<file path="config.mk">
export PLATFORM = sky130hd
export DESIGN_NAME = mvcc_version_chain_table_core
export DESIGN_NICKNAME = d
export VERILOG_FILES = /design/src/rtl/mvcc_pkg.sv /design/src/rtl/mvcc_ram.sv /design/src/rtl/mvcc_ctrl.sv /design/src/rtl/mvcc_dpath.sv /design/src/rtl/mvcc_version_chain_table_core.sv
export SDC_FILE = /design/constraint.sdc
export NUM_CORES = 2
export LEC_CHECK = 0
export ABC_CLOCK_PERIOD_IN_PS = 39400
export BUFFER_PORTS_ARGS = -buffer_cell sky130_fd_sc_hd__buf_2
export CORE_MARGIN = 2
export CORE_UTILIZATION = 60
export DETAILED_ROUTE_END_ITERATION = 10
export PLACE_DENSITY = 0.8
export SETUP_SLACK_MARGIN = 0.15
export SYNTH_ARGS = -nofsm -noshare
export SYNTH_HDL_FRONTEND = slang
export SYNTH_SLANG_ARGS = --single-unit
</file>
<file path="constraint.sdc">
create_clock -name clk_i -period 39.4 [get_ports clk_i]
set_clock_uncertainty 0.05 [all_clocks]
set_input_delay 7.88 -clock clk_i [delete_from_list [all_inputs] [get_ports clk_i]]
set_output_delay 7.88 -clock clk_i [all_outputs]
set_load 0.1 [all_outputs]
</file>
<file path="src/rtl/mvcc_pkg.sv">
// shared types and constants of the version chain table
package mvcc_pkg;

  // command codes of the input beat
  localparam logic [1:0] CMD_READ     = 2'd0;
  localparam logic [1:0] CMD_WRITE    = 2'd1;
  localparam logic [1:0] CMD_FINISH   = 2'd2;
  localparam logic [1:0] CMD_ROLLBACK = 2'd3;

  localparam int unsigned TXN_W   = 32;
  localparam int unsigned TS_W    = 48;
  localparam int unsigned REF_W   = 32;
  localparam int unsigned CNTO_W  = 5;
  localparam int unsigned THR_W   = 5;
  localparam int unsigned ENTRY_W = TXN_W + TS_W + REF_W + 1;
  localparam int unsigned IN_W    = 168;
  localparam int unsigned OUT_W   = 40;

  // one stored version
  typedef struct packed {
    logic               done;
    logic [REF_W-1:0]   vref;
    logic [TS_W-1:0]    ts;
    logic [TXN_W-1:0]   txn;
  } entry_t;

  typedef enum logic [1:0] {
    ST_IDLE,
    ST_PREP,
    ST_SCAN,
    ST_FIN
  } state_e;

  // controller to datapath
  typedef struct packed {
    logic load;
    logic prep;
    logic scan;
    logic fin;
  } ctl_cmd_t;

  // datapath to controller
  typedef struct packed {
    logic scan_done;
    logic out_free;
  } ctl_sts_t;

endpackage

</file>
<file path="src/rtl/mvcc_ram.sv">
// generic single write, single read ram with registered read data
module mvcc_ram #(
  parameter int unsigned Width = 8,
  parameter int unsigned Depth = 16
) (
  input  logic                     clk_i,
  input  logic                     we_i,
  input  logic [$clog2(Depth)-1:0] waddr_i,
  input  logic [Width-1:0]         wdata_i,
  input  logic                     re_i,
  input  logic [$clog2(Depth)-1:0] raddr_i,
  output logic [Width-1:0]         rdata_o
);

  logic [Width-1:0] mem_q [Depth];

  // write port
  always_ff @(posedge clk_i) begin
    if (we_i) begin
      mem_q[waddr_i] <= wdata_i;
    end
  end

  // registered read port
  always_ff @(posedge clk_i) begin
    if (re_i) begin
      rdata_o <= mem_q[raddr_i];
    end
  end

endmodule

</file>
<file path="src/rtl/mvcc_ctrl.sv">
// command sequencer of the version chain table
module mvcc_ctrl (
  input  logic              clk_i,
  input  logic              rst_ni,
  input  logic              in_valid_i,
  output logic              in_ready_o,
  input  mvcc_pkg::ctl_sts_t sts_i,
  output mvcc_pkg::ctl_cmd_t cmd_o
);
  import mvcc_pkg::*;

  state_e state_q, state_d;

  // state register
  always_ff @(posedge clk_i or negedge rst_ni) begin
    if (!rst_ni) begin
      state_q <= ST_IDLE;
    end else begin
      state_q <= state_d;
    end
  end

  // next state and commands
  always_comb begin
    state_d    = state_q;
    cmd_o      = '0;
    in_ready_o = 1'b0;
    case (state_q)
      ST_IDLE: begin
        in_ready_o = 1'b1;
        if (in_valid_i) begin
          cmd_o.load = 1'b1;
          state_d    = ST_PREP;
        end
      end
      ST_PREP: begin
        cmd_o.prep = 1'b1;
        state_d    = ST_SCAN;
      end
      ST_SCAN: begin
        cmd_o.scan = 1'b1;
        if (sts_i.scan_done) begin
          state_d = ST_FIN;
        end
      end
      ST_FIN: begin
        if (sts_i.out_free) begin
          cmd_o.fin = 1'b1;
          state_d   = ST_IDLE;
        end
      end
      default: state_d = ST_IDLE;
    endcase
  end

endmodule

</file>
<file path="src/rtl/mvcc_dpath.sv">
// entry store, ring pointers, scan and compaction logic, result register
module mvcc_dpath #(
  parameter int unsigned MaxVersions = 16
) (
  input  logic                         clk_i,
  input  logic                         rst_ni,
  input  mvcc_pkg::ctl_cmd_t           cmd_i,
  output mvcc_pkg::ctl_sts_t           sts_o,
  input  logic [mvcc_pkg::IN_W-1:0]    in_data_i,
  input  logic                         cfg_we_i,
  input  logic [mvcc_pkg::THR_W-1:0]   cfg_wdata_i,
  output logic                         out_valid_o,
  input  logic                         out_ready_i,
  output logic [mvcc_pkg::OUT_W-1:0]   out_data_o
);
  import mvcc_pkg::*;

  localparam int unsigned AW = $clog2(MaxVersions);
  localparam int unsigned CW = $clog2(MaxVersions + 1);
  localparam int unsigned XW = CW + THR_W;

  // captured command
  logic [1:0]       op_q;
  logic [TXN_W-1:0] txn_q;
  logic [TS_W-1:0]  ts_q;
  logic [REF_W-1:0] vref_q;
  logic [TS_W-1:0]  min_ts_q;

  logic [THR_W-1:0] thr_q;
  logic [AW-1:0]    head_q;
  logic [CW-1:0]    cnt_q;
  logic [CW-1:0]    rd_idx_q, wr_idx_q, pend_idx_q;
  logic             pend_q, hit_q, full_q, compact_q;
  logic [REF_W-1:0] hit_ref_q;

  logic             out_valid_q;
  logic [REF_W-1:0] out_handle_q;
  logic             out_origin_q, out_status_q;
  logic [CNTO_W-1:0] out_cnt_q;

  // ram ports
  logic             ram_we, ram_re;
  logic [AW-1:0]    ram_waddr, ram_raddr;
  entry_t           ram_wdata, ram_rdata;

  logic             issue, match_txn, drop, scan_done;
  logic [XW-1:0]    cnt_inc, cnt_ext;

  mvcc_ram #(
    .Width (ENTRY_W),
    .Depth (2 ** AW)
  ) u_ram (
    .clk_i   (clk_i),
    .we_i    (ram_we),
    .waddr_i (ram_waddr),
    .wdata_i (ram_wdata),
    .re_i    (ram_re),
    .raddr_i (ram_raddr),
    .rdata_o (ram_rdata)
  );

  // scan issue and compare on returned entry
  assign issue     = cmd_i.scan && (rd_idx_q < cnt_q) && !hit_q;
  assign match_txn = (ram_rdata.txn == txn_q);
  assign drop      = (op_q == CMD_ROLLBACK) ? match_txn : (ram_rdata.ts < min_ts_q);
  assign scan_done = !pend_q && !issue;
  assign cnt_inc   = XW'(cnt_q) + XW'(1);
  assign cnt_ext   = XW'(cnt_q);

  assign ram_re    = issue;
  assign ram_raddr = head_q + rd_idx_q[AW-1:0];

  // write port: head insert, finish write-back or compaction move
  always_comb begin
    ram_we    = 1'b0;
    ram_waddr = head_q;
    ram_wdata = ram_rdata;
    if (cmd_i.prep) begin
      ram_we    = (op_q == CMD_WRITE) && (cnt_q != CW'(MaxVersions));
      ram_waddr = head_q - AW'(1);
      ram_wdata = '{done: 1'b0, vref: vref_q, ts: ts_q, txn: txn_q};
    end else if (pend_q) begin
      if (compact_q) begin
        ram_we    = !drop;
        ram_waddr = head_q + wr_idx_q[AW-1:0];
      end else if (op_q == CMD_FINISH) begin
        ram_we         = match_txn;
        ram_waddr      = head_q + pend_idx_q[AW-1:0];
        ram_wdata.done = 1'b1;
      end
    end
  end

  // command capture
  always_ff @(posedge clk_i) begin
    if (cmd_i.load) begin
      op_q     <= in_data_i[1:0];
      txn_q    <= in_data_i[33:2];
      ts_q     <= in_data_i[81:34];
      vref_q   <= in_data_i[113:82];
      min_ts_q <= in_data_i[161:114];
    end
    if (pend_q && !hit_q && (op_q == CMD_READ) && (ram_rdata.done || match_txn)) begin
      hit_ref_q <= ram_rdata.vref;
    end
  end

  // control state of the store and scan
  always_ff @(posedge clk_i or negedge rst_ni) begin
    if (!rst_ni) begin
      thr_q      <= THR_W'(16);
      head_q     <= '0;
      cnt_q      <= '0;
      rd_idx_q   <= '0;
      wr_idx_q   <= '0;
      pend_idx_q <= '0;
      pend_q     <= 1'b0;
      hit_q      <= 1'b0;
      full_q     <= 1'b0;
      compact_q  <= 1'b0;
    end else begin
      if (cfg_we_i) begin
        thr_q <= cfg_wdata_i;
      end
      pend_q     <= issue;
      pend_idx_q <= rd_idx_q;
      if (issue) begin
        rd_idx_q <= rd_idx_q + CW'(1);
      end
      if (cmd_i.prep) begin
        hit_q     <= 1'b0;
        full_q    <= 1'b0;
        compact_q <= 1'b0;
        rd_idx_q  <= '0;
        wr_idx_q  <= '0;
        case (op_q)
          CMD_WRITE: begin
            if (cnt_q == CW'(MaxVersions)) begin
              full_q   <= 1'b1;
              rd_idx_q <= cnt_q;
            end else begin
              head_q <= head_q - AW'(1);
              cnt_q  <= cnt_q + CW'(1);
              if (cnt_inc >= XW'(thr_q)) begin
                compact_q <= 1'b1;
                rd_idx_q  <= CW'(1);
                wr_idx_q  <= CW'(1);
              end else begin
                rd_idx_q <= cnt_q + CW'(1);
              end
            end
          end
          CMD_ROLLBACK: compact_q <= 1'b1;
          default: ;
        endcase
      end
      if (pend_q && !hit_q && (op_q == CMD_READ) && (ram_rdata.done || match_txn)) begin
        hit_q <= 1'b1;
      end
      if (pend_q && compact_q && !drop) begin
        wr_idx_q <= wr_idx_q + CW'(1);
      end
      // compaction end: survivors form the new count
      if (cmd_i.scan && scan_done && compact_q) begin
        cnt_q     <= wr_idx_q;
        compact_q <= 1'b0;
      end
    end
  end

  // result register
  always_ff @(posedge clk_i or negedge rst_ni) begin
    if (!rst_ni) begin
      out_valid_q <= 1'b0;
    end else if (cmd_i.fin) begin
      out_valid_q <= 1'b1;
    end else if (out_ready_i) begin
      out_valid_q <= 1'b0;
    end
  end

  always_ff @(posedge clk_i) begin
    if (cmd_i.fin) begin
      out_handle_q <= ((op_q == CMD_READ) && hit_q) ? hit_ref_q : '0;
      out_origin_q <= (op_q == CMD_READ) && !hit_q;
      out_status_q <= full_q;
      out_cnt_q    <= cnt_ext[CNTO_W-1:0];
    end
  end

  assign sts_o.scan_done = scan_done;
  assign sts_o.out_free  = !out_valid_q || out_ready_i;
  assign out_valid_o     = out_valid_q;
  assign out_data_o      = {1'b0, out_cnt_q, out_status_q, out_origin_q, out_handle_q};

  // count never exceeds the capacity
  assert property (@(posedge clk_i) disable iff (!rst_ni) cnt_q <= CW'(MaxVersions))
    else $error("version count above capacity");

  // a finished command always leaves a result on the output
  assert property (@(posedge clk_i) disable iff (!rst_ni) cmd_i.fin |=> out_valid_q)
    else $error("result not presented after finish");

  // a returned entry belongs to a read issued the cycle before
  assert property (@(posedge clk_i) disable iff (!rst_ni) pend_q |-> $past(cmd_i.scan))
    else $error("entry returned without a scan read");

endmodule

</file>
<file path="src/rtl/mvcc_version_chain_table_core.sv">
// top level of the version chain table
// One command beat is taken at a time and yields one result beat. After
// acceptance a command passes through a prepare step, its scan and a finish
// step that loads the result register. The scan reads the entries through
// the single read port of the entry ram and ends without a read when no
// entry is walked. A read stops at the first visible entry, with at most one
// more entry read behind the hit; finish and rollback walk the whole list,
// and a write with pruning walks every entry behind the new head. A new
// command is taken only once the previous one has finished, and it is taken
// even while the previous result still waits in the output register; that
// command then holds in its finish step until the waiting beat is taken.
module mvcc_version_chain_table_core #(
  parameter int unsigned MAX_VERSIONS = 16
) (
  input  logic                          clk_i,
  input  logic                          rst_ni,
  input  logic                          cfg_we_i,
  input  logic [mvcc_pkg::THR_W-1:0]    cfg_wdata_i,   // gc_threshold
  input  logic                          s_axis_tvalid,
  output logic                          s_axis_tready,
  // cmd, txn_id, timestamp, new_version_ref, min_active_ts
  input  logic [mvcc_pkg::IN_W-1:0]     s_axis_tdata,
  output logic                          m_axis_tvalid,
  input  logic                          m_axis_tready,
  // version_handle, from_origin, status, count_after
  output logic [mvcc_pkg::OUT_W-1:0]    m_axis_tdata
);
  import mvcc_pkg::*;

  ctl_cmd_t cmd;
  ctl_sts_t sts;

  mvcc_ctrl u_ctrl (
    .clk_i      (clk_i),
    .rst_ni     (rst_ni),
    .in_valid_i (s_axis_tvalid),
    .in_ready_o (s_axis_tready),
    .sts_i      (sts),
    .cmd_o      (cmd)
  );

  mvcc_dpath #(
    .MaxVersions (MAX_VERSIONS)
  ) u_dpath (
    .clk_i       (clk_i),
    .rst_ni      (rst_ni),
    .cmd_i       (cmd),
    .sts_o       (sts),
    .in_data_i   (s_axis_tdata),
    .cfg_we_i    (cfg_we_i),
    .cfg_wdata_i (cfg_wdata_i),
    .out_valid_o (m_axis_tvalid),
    .out_ready_i (m_axis_tready),
    .out_data_o  (m_axis_tdata)
  );

endmodule
</file>
==> flow_summary_export.csv <==
group,metric,value,unit
worst_setup_path,critical_path_peak_fanout,4,
sta,fin_crit_sh,25.4,%
power,pwr_density_cell,93.5,nW/µm²
clocking,hold_buffers,0,
power,ir_drop,167,µV
finish,final_util,67.7,%
floorplan,num_io_pins,220,
synthesis,synth-edff-count,2154,
finish,area_growth,11.8,%
finish,fin_area,94400,µm²
clocking,cts_resized,0,
drt,wirelength,200000,µm
drt,ant_nets,0,
synthesis,synth_area_leaders,"edfxtp_1, mux4_2, nand2_1",
synthesis,synth_cell_types,62,
global_routing,grt-ovfl-total,0,
global_routing,grt_pass1_vias,43800,
drt,drt_iter0_drc,6008,
synthesis,ys.warnings.count,0,
global_routing,antenna_found_initial,3,
clocking,cts_root_buf,"clkbuf_16",
power,comb_power_share,41.0,%
power,p_clk_share,21.7,%
power,p_seq_share,37.2,%
drt,drc_errors,0,
worst_setup_path,crit_path_end_kind,"output port",
hold_path,hold_path_class,"flop to flop",
sta,fmax,100,MHz
synthesis,synthFlopType,"edfxtp_1",
global_routing,grt_max_degree,168,
synthesis,syn_nets,4379,
floorplan,die_w,379,µm
place,gp_congestion,0.800,
floorplan,die_h,379,µm
clocking,clockBufferDepth,3,
sta,hold_viol_final,0,
clocking,cts_tree,"yes",
clocking,cts.reportedPaths.clkPinSlew,0.06,ns
global_routing,track_usage,28.1,%
place,portBuffers,212,
synthesis,yosys.area.top_type_share,76.6,%
sta,drv_slew,0,
run_status,status,"finished, final reports clean",
sta,post-route-min-period,9.99,ns
clocking,h-tree-depth,4,
floorplan,start_util,60.5,%
synthesis,yosysSeqAreaShare,77.6,%
global_routing,grt_pass1_wl,289000,µm
synthesis,synthArstFlopShare,1.60,%
synthesis,synthCells,4124,
sta,setup_viol,0,
clocking,postCtsSetupBuffers,0,
drt,dr.pass1.iters,6,
finish,fin_nets,4680,
synthesis,synth_top_area_cell,"edfxtp_1",
job,drv_cap,0,
clocking,clock-sinks,2189,
finish,final_cell_mix,"edfxtp_1, nand2_1, mux4_2",
floorplan,die-area,144000,µm²
synthesis,ys_ff_latch,2189,
power,p_leak,31.1,nW
power,switching_share,35.7,%
finish,drive_gt1_share,25.4,%
place,placed_area,87900,µm²
sta,tns,0,ns
worst_setup_path,critPathRequiredTime,31.47,ns
finish,final_common_cell,"edfxtp_1",
worst_setup_path,crit_type,"flop to output port",
floorplan,fp.coreArea,140000,µm²
drt,avgViaCountPerCell,6.64,
power,intPower,5.68,mW
drt,wl_per_cell,30.8,µm
worst_setup_path,start_kind,"flop",
sta,worst_pin_slew,1.28,ns
power,power_switching,3.15,mW
synthesis,avgSynthCellArea,20.5,µm²
sta,rsz0062_at_grt,"false",
worst_setup_path,arrival,2.06,ns
floorplan,rows,137,
drt,vias,43000,
sta,slew_headroom,14.4,%
clocking,cts_made_buffers,207,
synthesis,netlist_area,84500,µm²
place,dpl.hpwl,91800,µm
clocking,clkLatencyLatePin,0.83,ns
-- power by group through the flow --
| stage | combinational [mW] | clock [mW] | sequential [mW] |
|---|---|---|---|
| 2_1_floorplan | 2.54 | 0 | 3.41 |
| 3_3_place_gp | 3.46 | 0 | 3.30 |
| 3_5_place_dp | 3.54 | 0 | 3.32 |
| 4_1_cts | 3.63 | 1.94 | 3.28 |
| 5_1_grt | 3.87 | 2.02 | 3.30 |
| 6_report | 3.62 | 1.92 | 3.28 |
-- path summary, 6_finish.rpt --
path	slack, ns	startpoint	depth (start not counted)	end
min reg2reg	0.39	u_dpath.full_q	0	u_dpath.out_status_q
max	29.41	u_ctrl.state_q[1]	3	s_axis_tready
max reg2reg	32.77	u_dpath.head_q[0]	10	u_dpath.u_ram.rdata_o[18]
max in group asynchronous	31.68	rst_ni	1	u_dpath.wr_idx_q[3]
min in group asynchronous	7.09	rst_ni	1	u_dpath.thr_q[0]
min	0.39	u_dpath.full_q	0	u_dpath.out_status_q
-- per-stage QoR --
| step | hold WS (ns) | std cells | setup slack [ns] | power (mW) |
|---|---|---|---|---|
| floorplan | 0.372 | 4124 | 25.66 | 5.95 |
| global placement | 0.377 | 6092 | 29.23 | 6.76 |
| detailed placement | 0.382 | 6092 | 29.14 | 6.85 |
| CTS | 0.396 | 6475 | 29.35 | 8.85 |
| global route | 0.411 | 6475 | 29.31 | 9.19 |
| finish | 0.394 | 6476 | 29.41 | 8.83 |
-- critical path: stages (launching register included) --
cell	delay, ns
dfrtp_1	0.41
inv_1	0.13
ha_1	0.24
buf_2	0.45
-- layer usage --
layer,GRT usage (%),share of wire [%]
met5,0,0
met4,11.3,3.7
met3,6.20,11
met2,45.3,49
met1,37.8,36
-- sequential cells by signal, summed over array words and instances (netlist names), 2 cells and up --
name,cells
u_ctrl.state_q,2
u_dpath.cnt_q,5
u_dpath.head_q,4
u_dpath.hit_ref_q,32
u_dpath.min_ts_q,48
u_dpath.op_q,2
u_dpath.out_cnt_q,5
u_dpath.out_handle_q,32
u_dpath.pend_idx_q,4
u_dpath.rd_idx_q,5
u_dpath.thr_q,5
u_dpath.ts_q,48
u_dpath.txn_q,32
u_dpath.u_ram.mem_q,1808
u_dpath.u_ram.rdata_o,113
u_dpath.vref_q,32
u_dpath.wr_idx_q,5
-- cell families (layout without fill, tap and decap cells) --
| logic type | count (synthesis) | count (layout) | synth area share, % |
|---|---|---|---|
| multiplexers | 580 | 580 | 13.8 |
| other | 1 | 2 | 0.00444 |
| AO/OA/AOI/OAI | 208 | 208 | 1.60 |
| flip-flops | 2189 | 2189 | 77.6 |
| adder cells (fa/ha/maj) | 77 | 77 | 1.17 |
| buffers and inverters | 274 | 749 | 1.31 |
| XOR/XNOR | 53 | 53 | 0.550 |
| AND/OR/NAND/NOR | 742 | 742 | 3.99 |
-- synth_stat cells (6+ instances only) --
master    instances
and3_1          115
nor4_1           28
xnor2_1          14
inv_1            72
a21oi_1          27
a31oi_1         116
nand4_1           7
nor3_1            6
ha_1             74
o21ai_0          13
mux2_1            8
nand3_1          12
mux4_2          452
buf_1            12
a21o_1           13
xor2_1           39
and2_1           38
nand2_1         491
edfxtp_1       2154
mux2_2          115
dfrtp_1          34
buf_2            47
nand2b_1         11
nor2_1           17
o21ai_1           6
clkbuf_1        138
-- layout make-up --
cell class	instances	area [µm²]
antenna	1	2.50
clock buffer	261	5450
clock inverter	122	1040
fill	8201	45100
inverter	73	274
multi-input combinational	1661	18000
sequential	2189	65600
tap	1876	2350
timing repair buffer	293	1770
Note: power is estimated with default switching activity, not from simulation.
